## src/hdl/vrp_pkg.sv

```systemverilog
`timescale 1ns / 1ps
`default_nettype none
// ----------------------------------------------------------------------------
// vrp_pkg: shared types and constants
// Item, configuration and angle-fold definitions for the vertex rotate and
// project engine, plus the quarter-wave sine table.
// ----------------------------------------------------------------------------
package vrp_pkg;

    localparam logic OP_TICK   = 1'b0;
    localparam logic OP_VERTEX = 1'b1;

    localparam int CFG_IDX_W  = 3;
    localparam int CFG_DATA_W = 16;

    localparam logic [CFG_IDX_W-1:0] REG_SCREEN_SCALE   = 3'd0;
    localparam logic [CFG_IDX_W-1:0] REG_CENTER_X       = 3'd1;
    localparam logic [CFG_IDX_W-1:0] REG_CENTER_Y       = 3'd2;
    localparam logic [CFG_IDX_W-1:0] REG_VIEW_DISTANCE  = 3'd3;
    localparam logic [CFG_IDX_W-1:0] REG_PERSPECTIVE_ON = 3'd4;
    localparam logic [CFG_IDX_W-1:0] REG_STEP_X         = 3'd5;
    localparam logic [CFG_IDX_W-1:0] REG_STEP_Y         = 3'd6;
    localparam logic [CFG_IDX_W-1:0] REG_STEP_Z         = 3'd7;

    localparam int COORD_W  = 16;
    localparam int ANG_W    = 9;
    localparam int ROT_W    = 18;
    localparam int SCALE_W  = 12;
    localparam int CENTER_W = 12;
    localparam int DIST_W   = 16;
    localparam int SCR_W    = 16;
    localparam int TBL_W    = 15;
    localparam int TBL_FRAC = 14;

    localparam logic [SCALE_W-1:0]  RST_SCREEN_SCALE  = 12'd250;
    localparam logic [CENTER_W-1:0] RST_CENTER_X      = 12'd400;
    localparam logic [CENTER_W-1:0] RST_CENTER_Y      = 12'd300;
    localparam logic [DIST_W-1:0]   RST_VIEW_DISTANCE = 16'd8192;
    localparam logic [ANG_W-1:0]    RST_STEP          = 9'd1;

    localparam logic [9:0] QTR_TURN   = 10'd90;
    localparam logic [9:0] HALF_TURN  = 10'd180;
    localparam logic [9:0] THREE_QTR  = 10'd270;
    localparam logic [9:0] FULL_TURN  = 10'd360;
    localparam logic [9:0] TWO_TURNS  = 10'd720;

    localparam logic [TBL_W-1:0] QSIN [91] = '{
        15'd0, 15'd286, 15'd572, 15'd857, 15'd1143, 15'd1428, 15'd1713, 15'd1997,
        15'd2280, 15'd2563, 15'd2845, 15'd3126, 15'd3406, 15'd3686, 15'd3964,
        15'd4240, 15'd4516, 15'd4790, 15'd5063, 15'd5334, 15'd5604, 15'd5872,
        15'd6138, 15'd6402, 15'd6664, 15'd6924, 15'd7182, 15'd7438, 15'd7692,
        15'd7943, 15'd8192, 15'd8438, 15'd8682, 15'd8923, 15'd9162, 15'd9397,
        15'd9630, 15'd9860, 15'd10087, 15'd10311, 15'd10531, 15'd10749, 15'd10963,
        15'd11174, 15'd11381, 15'd11585, 15'd11786, 15'd11982, 15'd12176,
        15'd12365, 15'd12551, 15'd12733, 15'd12911, 15'd13085, 15'd13255,
        15'd13421, 15'd13583, 15'd13741, 15'd13894, 15'd14044, 15'd14189,
        15'd14330, 15'd14466, 15'd14598, 15'd14726, 15'd14849, 15'd14968,
        15'd15082, 15'd15191, 15'd15296, 15'd15396, 15'd15491, 15'd15582,
        15'd15668, 15'd15749, 15'd15826, 15'd15897, 15'd15964, 15'd16026,
        15'd16083, 15'd16135, 15'd16182, 15'd16225, 15'd16262, 15'd16294,
        15'd16322, 15'd16344, 15'd16362, 15'd16374, 15'd16382, 15'd16384
    };

    typedef struct packed {
        logic [SCALE_W-1:0]  screen_scale;
        logic [CENTER_W-1:0] center_x;
        logic [CENTER_W-1:0] center_y;
        logic [DIST_W-1:0]   view_distance;
        logic                perspective_on;
        logic [ANG_W-1:0]    step_x;
        logic [ANG_W-1:0]    step_y;
        logic [ANG_W-1:0]    step_z;
    } t_cfg;

    typedef struct packed {
        logic signed [COORD_W-1:0] x;
        logic signed [COORD_W-1:0] y;
        logic signed [COORD_W-1:0] z;
        logic [ANG_W-1:0]          ang_x;
        logic [ANG_W-1:0]          ang_y;
        logic [ANG_W-1:0]          ang_z;
    } t_item;

    typedef struct packed {
        logic [6:0] idx;
        logic       neg;
    } t_fold;

    // Map an angle below 450 degrees onto the quarter-wave table.
    function automatic t_fold fold_angle(input logic [9:0] a_in);
        logic [9:0] a;
        t_fold      f;
        a = (a_in >= FULL_TURN) ? a_in - FULL_TURN : a_in;
        if (a <= QTR_TURN) begin
            f.idx = a[6:0];
            f.neg = 1'b0;
        end else if (a <= HALF_TURN) begin
            f.idx = 7'(HALF_TURN - a);
            f.neg = 1'b0;
        end else if (a <= THREE_QTR) begin
            f.idx = 7'(a - HALF_TURN);
            f.neg = 1'b1;
        end else begin
            f.idx = 7'(FULL_TURN - a);
            f.neg = 1'b1;
        end
        return f;
    endfunction

endpackage
`default_nettype wire

```

## src/hdl/vrp_queue.sv

```systemverilog
`timescale 1ns / 1ps
`default_nettype none
// ----------------------------------------------------------------------------
// vrp_queue: vertex queue
// Four-entry FIFO between the intake and the transform pipeline.
// ----------------------------------------------------------------------------
module vrp_queue (
    input  logic           i_clk,
    input  logic           i_rst_n,
    input  logic           i_push,
    input  vrp_pkg::t_item i_data,
    input  logic           i_pop,
    output vrp_pkg::t_item o_data,
    output logic           o_full,
    output logic           o_empty
);
    import vrp_pkg::*;

    localparam int DEPTH = 4;
    localparam int AW    = 2;

    t_item         r_mem [DEPTH];
    logic [AW-1:0] r_wr, r_rd;
    logic [AW:0]   r_cnt;

    assign o_data  = r_mem[r_rd];
    assign o_full  = (r_cnt == (AW+1)'(DEPTH));
    assign o_empty = (r_cnt == '0);

    always_ff @(posedge i_clk) begin
        if (i_push) begin
            r_mem[r_wr] <= i_data;
        end
    end

    always_ff @(posedge i_clk) begin
        if (!i_rst_n) begin
            r_wr  <= '0;
            r_rd  <= '0;
            r_cnt <= '0;
        end else begin
            if (i_push) begin
                r_wr <= r_wr + 1'b1;
            end
            if (i_pop) begin
                r_rd <= r_rd + 1'b1;
            end
            if (i_push && !i_pop) begin
                r_cnt <= r_cnt + 1'b1;
            end else if (i_pop && !i_push) begin
                r_cnt <= r_cnt - 1'b1;
            end
        end
    end

endmodule
`default_nettype wire

```

## config.mk

```make
export PLATFORM = sky130hd
export DESIGN_NAME = vrp_queue
export DESIGN_NICKNAME = d
export VERILOG_FILES = /design/src/hdl/vrp_pkg.sv /design/src/hdl/vrp_queue.sv
export SDC_FILE = /design/constraint.sdc
export NUM_CORES = 1
export LEC_CHECK = 0
export BUFFER_PORTS_ARGS = -buffer_cell sky130_fd_sc_hd__buf_2
export CAP_MARGIN = 10
export CORE_ASPECT_RATIO = 1.2
export CORE_UTILIZATION = 61
export CTS_CLUSTER_SIZE = 20
export DETAILED_ROUTE_END_ITERATION = 7
export GPL_ROUTABILITY_DRIVEN = 0
export PLACE_DENSITY = 0.84
export SETUP_SLACK_MARGIN = 0.5
export SYNTH_ARGS = -nofsm -noshare
export SYNTH_HDL_FRONTEND = slang
export SYNTH_SLANG_ARGS = --single-unit
```

## constraint.sdc

```tcl
create_clock -name i_clk -period 4.2 [get_ports i_clk]
set_input_delay 0.42 -clock i_clk [delete_from_list [all_inputs] [get_ports i_clk]]
set_output_delay 0.42 -clock i_clk [all_outputs]
set_load 0.01 [all_outputs]
```

# Word-level counts from Yosys, hierarchy flattened
# Memories as Yosys holds them, arrays and structs flattened. A register that Yosys moved wholly into a read port is not among the register bits.
# Index checks and enable logic that the tools add are counted.
# word_totals
ff_bits	7
mem_bits_rw	300
input_bits	79
out_inout_bits	77
elab_cells	21
memories	1
# mem_list
name	depth	width	read_ports	rd_clocked_by_memory_dff	wr	line_no	source
r_mem	4	75	1	1	1	vrp_queue.sv:22	t_item r_mem [DEPTH];
# op_classes
add_sub_neg	4
eq_ne	1
n_mux	6
reduce_logical	6
# op_table
operator	count
$mux 3	2
$add 2x1->2 const B	2
$mux 2	2
$add 3x1->3 const B	1
$eq 3x3->1 const B	1
$logic_not 3->1	1
$sub 3x1->3 const B	1
$logic_and 1x1->1	2
$logic_not 1->1	2
$mux 1	2
$reduce_bool 2->1	1

# Depth between registers and ports, before layout
# depth
word_depth	4
ltp_mapped	7
depth_no_buf	7

# Least setup slack after synthesis
# OpenSTA, ideal clock, no wires.
# synth_path
kind	flip-flop to flip-flop
startpoint	register r_wr[0]
endpoint	memory r_mem[0][0] (netlist name), enable pin
setup_ns	0.441
t_arrival_ns	2.292
required_time_ns	3.759
path_slack_ns	1.466
path_stages_with_launch	4
path_buffers	0
synth_period_minus_slack_ns	2.734
cell_sequence	dfxtp_1 > inv_1 > ha_1 > and2_1
# synth_lines
item	line_no	source
start, declared	vrp_queue.sv:23	logic [AW-1:0] r_wr, r_rd;
start signal, assigned	vrp_queue.sv:43	r_wr <= r_wr + 1'b1;
end, declared	vrp_queue.sv:22	
# No word-level cell before the write port.

==> impl_metrics.yaml <==
clock_network:
  clk_latency_ns: 0.53
  clkTransAtPathRegs_ns: 0.07
  htreeDepth: 1
  cts_buffers: 28
  cts_root_buf: "clkbuf_16"
  post_cts_resized: 0
  cts_tree: "built"
  cts.path.max_buffers: 3
  cts_sinks: 309
  cts_setup_buffers: 0
  hold_buffers: 0
min_path:
  holdCritPathClass: "in2reg"
  holdPathEnd: "r_mem[2][24]"
  hp-start: "i_data[24]"
  holdPathStages: 1
setup_path:
  critical_path_arrival_ns: 2.37
  cp_max_fo: 24
  path_class: "reg2out"
  max_stage_delay_ns: 0.65
  crit_required_ns: 3.78
  crit_family: "flip-flops"
  cp_num_buf_inv: 2
  start_kind: "flip-flop"
  path_cells: "buf_4, mux4_2, buf_2"
  r2r_cells: 3
  cp-end-kind: "primary output"
  worst-r2r-setup-slack_ns: 2.26
  slowest_stage: "dfxtp_4"
  regToRegEndpoint: "r_mem[2][73]"
  r2r_start: "r_wr[0]"
final_layout:
  register_area_um2: 9200
  fin_nets: 691
  area_growth_pct: 16.8
  fillers: 1048
  multiInputGateArea_um2: 1950
  final_common_cell: "edfxtp_1"
  final_area_um2: 13200
  drive_above_1_share_pct: 44.8
  final_cell_mix: "edfxtp_1 (300), buf_2 (155), mux4_2 (75), clkbuf_16 (29)"
  fin_util_pct: 72.6
detailed_routing:
  vias: 4981
  wl_um: 19600
  viasPerCell: 5.84
  post_drt_wl_per_cell_um: 23.0
  drt_iter0_drc: 411
  final_antenna_net_count: 0
  drc: 0
  first_pass_iters: 4
status:
  status: "completed"
logic_synthesis:
  syn_avg_cell_area_um2: 26.0
  synth_nets: 519
  synth_area_um2: 11300
  synth_seq_area_share_pct: 81.6
  ys_ff_latch: 309
  synth_top_area_share_pct: 80.0
  ys_top_cells_by_area: "edfxtp_1 (80%), mux4_2 (15%), dfxtp_1 (1.6%)"
  synth_area_leader_cell: "edfxtp_1"
  synthCells: 434
  yosysWarnings: 0
  ys_types: 21
floorplan:
  die_h_um: 151
  core_um2: 18100
  num_io_pins: 156
  die_area_um2: 19000
  initial_core_util_pct: 62.2
  row_count: 54
  die_x_um: 126
placement:
  port_buffers: 155
  hpwl_um: 11500
  placed_cell_area_um2: 12200
  dp_slack_ns: 1.90
power_and_ir_drop:
  cellPowerDensity_nw_per_um2: 509
  worst_ir_drop_vdd_v: 0.000403
  p_leak_nw: 4.45
timing:
  finClkSkew_ns: 0.0126
  worst_slack_ns: 1.41
  fmax_mhz: 359
  worst_slew_pin_slew_ns: 1.14
  min_period_ns: 2.79
  hold_viol: 0
  rsz0062_at_grt: "false"
  slew_viol_final: 0
  setup_tns_ns: 0
  min_period_over_period_pct: 66.3
  maxSlewHeadroom_pct: 23.8
  report.final.setup_viol: 0
  whs_ns: 0.104
grt:
  grt_max_degree: 76
  grt.total_usage_pct: 21.1
  grt-ovfl-total: 0
  grt_pass1_vias: 5303
  antenna_found_initial: 2
  grt_pass1_wl_um: 29800
run:
  maxCapViolations: 0
-- stage by stage --
step           power [mW]  instances
5_1_grt              6.92        852
2_1_floorplan        4.03        434
4_1_cts              6.75        851
6_report             6.70        853
3_3_place_gp         4.26        800
3_5_place_dp         4.29        800
-- worst max path at each step --
| stage | start | endpoint | depth (start not counted) |
|---|---|---|---|
| after floorplan | r_wr[0] | r_mem[0][0] | 3 |
| after global placement | flip-flop | o_data[0] | 3 |
| after detailed placement | flip-flop | o_data[44] | 3 |
| after CTS | flip-flop | o_data[36] | 3 |
| after global routing | flip-flop | o_data[36] | 3 |
| final | flip-flop | o_data[36] | 3 |
-- cell families (layout without fill, tap and decap cells) --
logic type	Yosys count	after routing	share of synthesized area [%]
flip-flops	309	309	81.6
multiplexers	77	77	15.2
buffers and inverters	20	213	1.20
AND/OR/NAND/NOR	15	15	0.811
adder cells (fa/ha/maj)	6	6	0.733
XOR/XNOR	5	5	0.389
AO/OA/AOI/OAI	2	2	0.111
other	0	2	0
-- flip-flops by register name, summed over array words and instances (netlist names), named ones only --
name   cells
r_cnt      3
r_wr       2
r_mem    300
r_rd       2
-- area by class of cell --
class / count / area share (%)
sequential: 309 / 69.9
multi-input combinational: 105 / 14.8
timing repair buffer: 158 / 6.07
clock buffer: 33 / 5.63
tap: 224 / 2.13
clock inverter: 18 / 1.28
inverter: 4 / 0.114
antenna: 2 / 0.0380
-- Yosys cell counts --
| master | count |
|---|---|
| edfxtp_1 | 300 |
| mux4_2 | 75 |
| and2_1 | 9 |
| dfxtp_1 | 9 |
| buf_2 | 6 |
| buf_6 | 6 |
| ha_1 | 5 |
| inv_1 | 4 |
| xor2_1 | 3 |
| buf_4 | 2 |
| clkbuf_1 | 2 |
| mux2i_1 | 2 |
| nor2b_1 | 2 |
| xnor2_1 | 2 |
| a21boi_0 | 1 |
| fa_1 | 1 |
| nand2_1 | 1 |
| nor3_1 | 1 |
| nor3b_1 | 1 |
| o21ai_0 | 1 |
| or3_1 | 1 |
-- power by group --
group / internal [mW] / leakage [nW] / switching, mW
registers: 3.54 / 2.83 / 0.0781
clock network: 1.44 / 0.449 / 1.03
logic: 0.289 / 1.17 / 0.306
total: 5.28 / 4.45 / 1.42
-- routing by layer --
| metal | GRT usage (%) | share of wire, % | vias to the layer above |
|---|---|---|---|
| li1 | - | - | 2205 |
| met1 | 27.1 | 39 | 2608 |
| met2 | 37.6 | 55 | 151 |
| met3 | 3.99 | 5.1 | 17 |
| met4 | 5.48 | 1.3 | 0 |
| met5 | 0 | 0 | - |
No activity file was read; power rests on OpenSTA's default activity.
