### src/hdl/vrp_pkg.sv
`timescale 1ns / 1ps
`default_nettype none
// ----------------------------------------------------------------------------
// vrp_pkg: shared types and constants
// Item, configuration and angle-fold definitions for the vertex rotate and
// project engine, plus the quarter-wave sine table.
// ----------------------------------------------------------------------------
package vrp_pkg;

    localparam logic OP_TICK   = 1'b0;
    localparam logic OP_VERTEX = 1'b1;

    localparam int CFG_IDX_W  = 3;
    localparam int CFG_DATA_W = 16;

    localparam logic [CFG_IDX_W-1:0] REG_SCREEN_SCALE   = 3'd0;
    localparam logic [CFG_IDX_W-1:0] REG_CENTER_X       = 3'd1;
    localparam logic [CFG_IDX_W-1:0] REG_CENTER_Y       = 3'd2;
    localparam logic [CFG_IDX_W-1:0] REG_VIEW_DISTANCE  = 3'd3;
    localparam logic [CFG_IDX_W-1:0] REG_PERSPECTIVE_ON = 3'd4;
    localparam logic [CFG_IDX_W-1:0] REG_STEP_X         = 3'd5;
    localparam logic [CFG_IDX_W-1:0] REG_STEP_Y         = 3'd6;
    localparam logic [CFG_IDX_W-1:0] REG_STEP_Z         = 3'd7;

    localparam int COORD_W  = 16;
    localparam int ANG_W    = 9;
    localparam int ROT_W    = 18;
    localparam int SCALE_W  = 12;
    localparam int CENTER_W = 12;
    localparam int DIST_W   = 16;
    localparam int SCR_W    = 16;
    localparam int TBL_W    = 15;
    localparam int TBL_FRAC = 14;

    localparam logic [SCALE_W-1:0]  RST_SCREEN_SCALE  = 12'd250;
    localparam logic [CENTER_W-1:0] RST_CENTER_X      = 12'd400;
    localparam logic [CENTER_W-1:0] RST_CENTER_Y      = 12'd300;
    localparam logic [DIST_W-1:0]   RST_VIEW_DISTANCE = 16'd8192;
    localparam logic [ANG_W-1:0]    RST_STEP          = 9'd1;

    localparam logic [9:0] QTR_TURN   = 10'd90;
    localparam logic [9:0] HALF_TURN  = 10'd180;
    localparam logic [9:0] THREE_QTR  = 10'd270;
    localparam logic [9:0] FULL_TURN  = 10'd360;
    localparam logic [9:0] TWO_TURNS  = 10'd720;

    localparam logic [TBL_W-1:0] QSIN [91] = '{
        15'd0, 15'd286, 15'd572, 15'd857, 15'd1143, 15'd1428, 15'd1713, 15'd1997,
        15'd2280, 15'd2563, 15'd2845, 15'd3126, 15'd3406, 15'd3686, 15'd3964,
        15'd4240, 15'd4516, 15'd4790, 15'd5063, 15'd5334, 15'd5604, 15'd5872,
        15'd6138, 15'd6402, 15'd6664, 15'd6924, 15'd7182, 15'd7438, 15'd7692,
        15'd7943, 15'd8192, 15'd8438, 15'd8682, 15'd8923, 15'd9162, 15'd9397,
        15'd9630, 15'd9860, 15'd10087, 15'd10311, 15'd10531, 15'd10749, 15'd10963,
        15'd11174, 15'd11381, 15'd11585, 15'd11786, 15'd11982, 15'd12176,
        15'd12365, 15'd12551, 15'd12733, 15'd12911, 15'd13085, 15'd13255,
        15'd13421, 15'd13583, 15'd13741, 15'd13894, 15'd14044, 15'd14189,
        15'd14330, 15'd14466, 15'd14598, 15'd14726, 15'd14849, 15'd14968,
        15'd15082, 15'd15191, 15'd15296, 15'd15396, 15'd15491, 15'd15582,
        15'd15668, 15'd15749, 15'd15826, 15'd15897, 15'd15964, 15'd16026,
        15'd16083, 15'd16135, 15'd16182, 15'd16225, 15'd16262, 15'd16294,
        15'd16322, 15'd16344, 15'd16362, 15'd16374, 15'd16382, 15'd16384
    };

    typedef struct packed {
        logic [SCALE_W-1:0]  screen_scale;
        logic [CENTER_W-1:0] center_x;
        logic [CENTER_W-1:0] center_y;
        logic [DIST_W-1:0]   view_distance;
        logic                perspective_on;
        logic [ANG_W-1:0]    step_x;
        logic [ANG_W-1:0]    step_y;
        logic [ANG_W-1:0]    step_z;
    } t_cfg;

    typedef struct packed {
        logic signed [COORD_W-1:0] x;
        logic signed [COORD_W-1:0] y;
        logic signed [COORD_W-1:0] z;
        logic [ANG_W-1:0]          ang_x;
        logic [ANG_W-1:0]          ang_y;
        logic [ANG_W-1:0]          ang_z;
    } t_item;

    typedef struct packed {
        logic [6:0] idx;
        logic       neg;
    } t_fold;

    // Map an angle below 450 degrees onto the quarter-wave table.
    function automatic t_fold fold_angle(input logic [9:0] a_in);
        logic [9:0] a;
        t_fold      f;
        a = (a_in >= FULL_TURN) ? a_in - FULL_TURN : a_in;
        if (a <= QTR_TURN) begin
            f.idx = a[6:0];
            f.neg = 1'b0;
        end else if (a <= HALF_TURN) begin
            f.idx = 7'(HALF_TURN - a);
            f.neg = 1'b0;
        end else if (a <= THREE_QTR) begin
            f.idx = 7'(a - HALF_TURN);
            f.neg = 1'b1;
        end else begin
            f.idx = 7'(FULL_TURN - a);
            f.neg = 1'b1;
        end
        return f;
    endfunction

endpackage
`default_nettype wire

### src/hdl/vrp_in_if.sv
`timescale 1ns / 1ps
`default_nettype none
// ----------------------------------------------------------------------------
// vrp_in_if: input item channel
// Valid/ready channel carrying an operation code and one vertex.
// ----------------------------------------------------------------------------
interface vrp_in_if;
    logic               valid;
    logic               ready;
    logic               operation;
    logic signed [15:0] vertex_x;
    logic signed [15:0] vertex_y;
    logic signed [15:0] vertex_z;

    modport source (output valid, operation, vertex_x, vertex_y, vertex_z, input ready);
    modport sink   (input valid, operation, vertex_x, vertex_y, vertex_z, output ready);
endinterface
`default_nettype wire

### src/hdl/vrp_front.sv
`timescale 1ns / 1ps
`default_nettype none
// ----------------------------------------------------------------------------
// vrp_front: item intake
// Accepts items, advances the frame angles on a tick and tags each vertex
// with the angles current at its transfer before queuing it.
// ----------------------------------------------------------------------------
module vrp_front (
    input  logic           i_clk,
    input  logic           i_rst_n,
    vrp_in_if.sink         i_item,
    input  vrp_pkg::t_cfg  i_cfg,
    input  logic           i_full,
    output logic           o_push,
    output vrp_pkg::t_item o_item
);
    import vrp_pkg::*;

    logic [ANG_W-1:0] r_ang_x, r_ang_y, r_ang_z;
    logic             w_accept;

    function automatic logic [ANG_W-1:0] step_angle(input logic [ANG_W-1:0] a,
                                                   input logic [ANG_W-1:0] s);
        logic [9:0] sum;
        sum = {1'b0, a} + {1'b0, s};
        if (sum >= TWO_TURNS) begin
            sum = sum - TWO_TURNS;
        end else if (sum >= FULL_TURN) begin
            sum = sum - FULL_TURN;
        end
        return sum[ANG_W-1:0];
    endfunction

    assign i_item.ready = !i_full;
    assign w_accept     = i_item.valid && i_item.ready;
    assign o_push       = w_accept && (i_item.operation == OP_VERTEX);

    always_comb begin
        o_item.x     = i_item.vertex_x;
        o_item.y     = i_item.vertex_y;
        o_item.z     = i_item.vertex_z;
        o_item.ang_x = r_ang_x;
        o_item.ang_y = r_ang_y;
        o_item.ang_z = r_ang_z;
    end

    always_ff @(posedge i_clk) begin
        if (!i_rst_n) begin
            r_ang_x <= '0;
            r_ang_y <= '0;
            r_ang_z <= '0;
        end else if (w_accept && (i_item.operation == OP_TICK)) begin
            r_ang_x <= step_angle(r_ang_x, i_cfg.step_x);
            r_ang_y <= step_angle(r_ang_y, i_cfg.step_y);
            r_ang_z <= step_angle(r_ang_z, i_cfg.step_z);
        end
    end

endmodule
`default_nettype wire

### src/flat_wrapper.sv
// flat-port wrapper written by rule: the top's interface ports become plain ports
module vrp_front_flat import vrp_pkg::*;
  (i_clk, i_rst_n, i_cfg, i_full, o_push, o_item, i_item_valid, i_item_operation, i_item_vertex_x, i_item_vertex_y, i_item_vertex_z, i_item_ready);
  vrp_in_if i_item_i ();
  input  logic i_clk;
  input  logic i_rst_n;
  input  vrp_pkg::t_cfg i_cfg;
  input  logic i_full;
  output logic o_push;
  output vrp_pkg::t_item o_item;
  input wire logic [$bits(i_item_i.valid)-1:0] i_item_valid;
  input wire logic [$bits(i_item_i.operation)-1:0] i_item_operation;
  input wire logic [$bits(i_item_i.vertex_x)-1:0] i_item_vertex_x;
  input wire logic [$bits(i_item_i.vertex_y)-1:0] i_item_vertex_y;
  input wire logic [$bits(i_item_i.vertex_z)-1:0] i_item_vertex_z;
  output wire logic [$bits(i_item_i.ready)-1:0] i_item_ready;
  assign i_item_i.valid = i_item_valid;
  assign i_item_i.operation = i_item_operation;
  assign i_item_i.vertex_x = i_item_vertex_x;
  assign i_item_i.vertex_y = i_item_vertex_y;
  assign i_item_i.vertex_z = i_item_vertex_z;
  assign i_item_ready = i_item_i.ready;
  vrp_front u_core (.i_clk(i_clk), .i_rst_n(i_rst_n), .i_item(i_item_i), .i_cfg(i_cfg), .i_full(i_full), .o_push(o_push), .o_item(o_item));
endmodule
### config.mk
export PLATFORM = sky130hd
export DESIGN_NAME = vrp_front_flat
export DESIGN_NICKNAME = d
export VERILOG_FILES = /design/src/hdl/vrp_pkg.sv /design/src/hdl/vrp_in_if.sv /design/src/hdl/vrp_front.sv /design/src/flat_wrapper.sv
export SDC_FILE = /design/constraint.sdc
export NUM_CORES = 1
export LEC_CHECK = 0
export ABC_AREA = 1
export BUFFER_PORTS_ARGS = -buffer_cell sky130_fd_sc_hd__buf_2
export CORE_UTILIZATION = 50
export DETAILED_ROUTE_END_ITERATION = 16
export GPL_TIMING_DRIVEN = 0
export PLACE_DENSITY_LB_ADDON = 0.3
export SLEW_MARGIN = 20
export SYNTH_ARGS = -nofsm -noshare
export SYNTH_HDL_FRONTEND = slang
export SYNTH_SLANG_ARGS = --single-unit
### constraint.sdc
create_clock -name i_clk -period 7.6 [get_ports i_clk]
set_clock_uncertainty 0.15 [all_clocks]
set_input_delay 0.38 -clock i_clk [delete_from_list [all_inputs] [get_ports i_clk]]
set_output_delay 0.38 -clock i_clk [all_outputs]
set_load 0.02 [all_outputs]
After elaboration in Yosys (flattened, before gate mapping)
Cells that the tools add are included.

operators by class
  add/sub/neg operators = 9
  $lt $le $gt $ge = 6
  bitwise logic cells = 1
  multiplexer cells = 6
  reduce and logical (&&, ||, !) cells = 4

operator list
  operator              number
  $mux 9                6
  $add 9x9->10          3
  $ge 10x10->1 const B  3
  $ge 10x9->1 const B   3
  $sub 9x8->9 const B   3
  $sub 9x9->9 const B   3
  $logic_and 1x1->1     3
  $logic_not 1->1       1
  $not 1->1             1

storage, ports and cells
  output and inout bits = 77
  register bits after elaboration = 27
  input bits = 133

Depth between registers and ports, before layout
  depth after elaboration = 4
  depth in mapped cells = 20

Least setup slack after synthesis
OpenSTA, ideal clock, no wires.

  path type = reg-to-reg
  from = register u_core.r_ang_z[0]
  to = register u_core.r_ang_z[3]
  arrival = 2,584 ps
  required time = 7,337 ps
  setup slack = 4,753 ps
  period minus slack after synthesis = 2,847 ps
  stages on the path, launching flop included = 18
  path through = dfxtp_1 > ha_1 > fa_1 > nand3_1 > nand3_1 > xnor2_1 > inv_1 > ha_1 > inv_1 > nand2_1 > nand2_1 > nand2_2 > nand2_4 > nand3_4 > nand3_1 > nand2_1 > o21ai_1 > inv_1

on the way
  word-level cells in the longest chain between the ends = 4

RTL lines
  what                                        RTL line                          RTL
  from (decl)                                 vrp_front.sv:19                   logic [ANG_W-1:0] r_ang_x, r_ang_y, r_ang_z;
  from (signal assigned)                      vrp_front.sv:55                   r_ang_z <= step_angle(r_ang_z, i_cfg.step_z);
  $add 9x9->10 *                              vrp_front.sv:25                   sum = {1'b0, a} + {1'b0, s};
  $sub 9x9->9 or $ge 10x9->1 (tied branches)  vrp_front.sv:29, vrp_front.sv:28
  $mux 9                                      vrp_front.sv:28                   end else if (sum >= FULL_TURN) begin
  $mux 9 *                                    vrp_front.sv:26                   if (sum >= TWO_TURNS) begin

Mark *: on every way between the ends. The rest lies on a longest branch, timed or not.
A chain may end at the register's enable or synchronous reset.

Worst setup path after layout
Ends and elaborated chain as after synthesis.

==> summary.txt <==
Cells and area
  – Commonest non-fill, non-tap cells in the layout: nand2_1 (156), buf_2 (109), inv_1 (74)
  – Layout area overhead: 18.1%
  – Most common cell after layout, fill and taps aside: nand2_1
  – Share of post-route cells with drive strength above 1: around a third
  – Final non-filler cell total: 829
  – Fin area: between 4000 and 5000 sq um
  – N_diodes: 0
  – Nets: 907

Drt
  – Via count: between 4000 and 5000
  – DR vias/cell: about 5.0
  – Wire per inst: 11.9 um
  – DR DRC count: 1
  – DR pass1 iterations: 10
  – Iter 0 DRT Violations: 142
  – Final WL: 9840 um
  – DRT antenna net count: 0

STA
  – RSZ-0062 raised after global routing: no
  – Final Hold Vio Count: 0
  – Fmax: 317 MHz
  – Min Hold Slack: 0.306 ns
  – Setup Total Neg Slack: 0 ns
  – Min Tclk post-route: 3.16 ns
  – Final worst path period share: about two fifths
  – Rel. slew slack: around 58%
  – Worst-margin pin slew: roughly 0.63 ns
  – Final Max Tran Viols: 0
  – Final setup violation count: 0

CTS
  – CTS tree: built
  – Post_cts resized: 0
  – Hold buffers post-CTS: 0
  – Clock-pin slew on the worst setup and hold paths: 0.10 ns
  – Root Driver: clkbuf_8
  – CTS Buf Count: 3
  – Clk buf depth: 2
  – Clock sinks: 27
  – Setup Buffers After CTS: 0
  – Clock Latency Late Sink: 0.28 ns
  – # H-tree levels: 1

Synthesis
  – Cells after synthesis: 615
  – Seq/Total Area, Yosys: between 10 and 15%
  – Synth Cell Area: 3960 sq um
  – Yosys reg bits: 27
  – Avg Cell Area, Syn: 6.44 sq um
  – Synth warnings: 0
  – Syn_nets: 794
  – Yosys cell types: 39

Global routing
  – Initial antenna violation count: 0
  – Gr ovfl total: 0
  – Global-route usage over all layers: 23.9%
  – First-pass GRT wire length: approximately 17000 um
  – Largest net degree at the start of global routing: 17
  – Vias in the first global route: 3908

Job
  – Max Cap Violations: 0

Place
  – Post-DP HPWL: 8260 um
  – Placed Cells: 825
  – DP Area: approximately 4600 sq um
  – # port buffers: 108
  – RD Place Congestion: 0.909

Floorplan
  – FP Rows: 32
  – IO Pins: 210
  – Placeable Area: 7690 sq um
  – Die area: 8280 sq um
  – Die X-Extent: 91.0 um
  – Initial Util: 51.5%
  – DIE HEIGHT: between 90 and 100 um

Power
  – Power per cell area: around 130 nW/um^2
  – Worst VDD drop: approximately 66 uV
  – Leak Pwr: 0.00276 uW

Worst setup path
  – Max incr delay on CP: 0.48 ns
  – Family with the most delay on the worst path: adder cells
  – Worst path required time: 7.64 ns
  – Critical path type: flop to flop
  – Arrival @ worst endpoint: 3.20 ns
  – Setup crit start kind: flop
  – Worst path cell trace: ha_1 > fa_1 > nand3_1 > nand3_1 > xnor2_1 > inv_1 > ha_1 > inv_1 > nand2_1 > nand2_1 > nand2_2 > nand2_4 > nand3_4 > nand3_1 > nand2_1 > o21ai_1 > inv_1
  – Buffers plus inverters on the worst setup path: 3
  – Critical path's slowest cell: xnor2_1
  – Crit. End Element: flop
  – Crit path max fanout: 8

Outcome
  – Failing checks: DRC
  – Status: complete, but fails checks

Worst hold path
  – Hold crit path type: input pin to flop
[worst min-delay path, cell delays in order]
cell and delay [ns]:
buf_2 0.14, o21a_1 0.10, nand2_1 0.06, inv_1 0.03
[cell families (layout without fill, tap and decap cells)]
kind of cell	after synthesis	after routing	share of synthesized area, %
adders and majority gates	46	46	15.1
DFF	27	27	13.6
xor gates and xnor gates	13	13	3.07
AOI/OAI and AO/OA	67	67	10.1
buffers and inverters	142	254	18.0
and+or+nand+nor	320	320	40.1
[metrics by stage]
stage | total power, uW | util [%] | setup WS (ns)
floorplan | 436 | - | 4.75
global placement | 504 | 60.2 | 4.35
detailed placement | 515 | 60.2 | 4.30
CTS | 605 | 60.8 | 4.46
global route | 654 | 60.8 | 4.18
finish | 603 | 60.8 | 4.44
[cell usage after synthesis]
cell type,instances,area [sq um]
nand2_1,156,586
inv_1,74,278
nand3_1,59,295
buf_4,48,360
ha_1,43,538
nor2_1,37,139
dfxtp_1,27,541
a21oi_1,22,110
o21ai_0,22,110
nand2_2,21,131
nand4_1,11,68.8
inv_2,10,37.5
nand2_4,10,113
xor2_1,9,78.8
o21ai_1,8,40.0
a21oi_2,7,61.3
nand3_2,7,70.1
clkbuf_1,5,18.8
o21a_1,5,37.5
clkinv_1,4,15.0
nor2_2,4,25.0
fa_1,3,60.1
xnor2_1,3,26.3
a21oi_4,2,32.5
nand3_4,2,35.0
nand3b_1,2,15.0
nor2_4,2,22.5
a21o_1,1,7.51
and2_1,1,6.26
and3_1,1,6.26
buf_2,1,5.00
nand2_8,1,20.0
nand3b_2,1,11.3
nand4_2,1,12.5
nor3_1,1,5.00
nor3_2,1,10.0
or2_1,1,6.26
or2_4,1,8.76
xor2_2,1,16.3
[routing by layer]
layer  part of all wire, %  vias to the layer above  global-route usage [%]  wire (um)
met3                   6.0                       14                    2.09        595
met1                    41                     1863                    27.6       4050
met4                   1.6                        0                    8.86        162
met2                    51                      143                    45.4       5030
met5                     0                        -                       0          0
li1                      -                     2138                       -          -
[sequential cells by signal, summed over array words and instances (netlist names)]
| signal | count |
|---|---|
| u_core.r_ang_x | 9 |
| u_core.r_ang_y | 9 |
| u_core.r_ang_z | 9 |
[where the power goes]
part	internal, uW	switching, uW
Combinational	133	224
Sequential	149	7.95
Clock	37.4	51.3
Total	319	284
[final timing paths]
| check | start | to | slack [ns] | depth (start not counted) |
|---|---|---|---|---|
| hold / removal | i_rst_n | u_core.r_ang_y[3]$_SDFFE_PN0P_ | 0.31 | 4 |
| setup / recovery | u_core.r_ang_z[0]$_SDFFE_PN0P_ | u_core.r_ang_z[3]$_SDFFE_PN0P_ | 4.44 | 17 |
| hold reg to reg | u_core.r_ang_x[4]$_SDFFE_PN0P_ | u_core.r_ang_x[4]$_SDFFE_PN0P_ | 0.37 | 2 |
| setup reg to reg | u_core.r_ang_z[0]$_SDFFE_PN0P_ | u_core.r_ang_z[3]$_SDFFE_PN0P_ | 4.44 | 17 |
[final cells by class]
class	count	area [sq um]
fillers	778	3010
plain buffers	54	384
well taps	102	128
flip-flops and latches	27	541
clock buffers	3	41.3
clock inverters	1	7.51
repair buffers	108	541
multi-input cells	446	2710
inverters	88	330
Power figures use the tool's default switching activity.
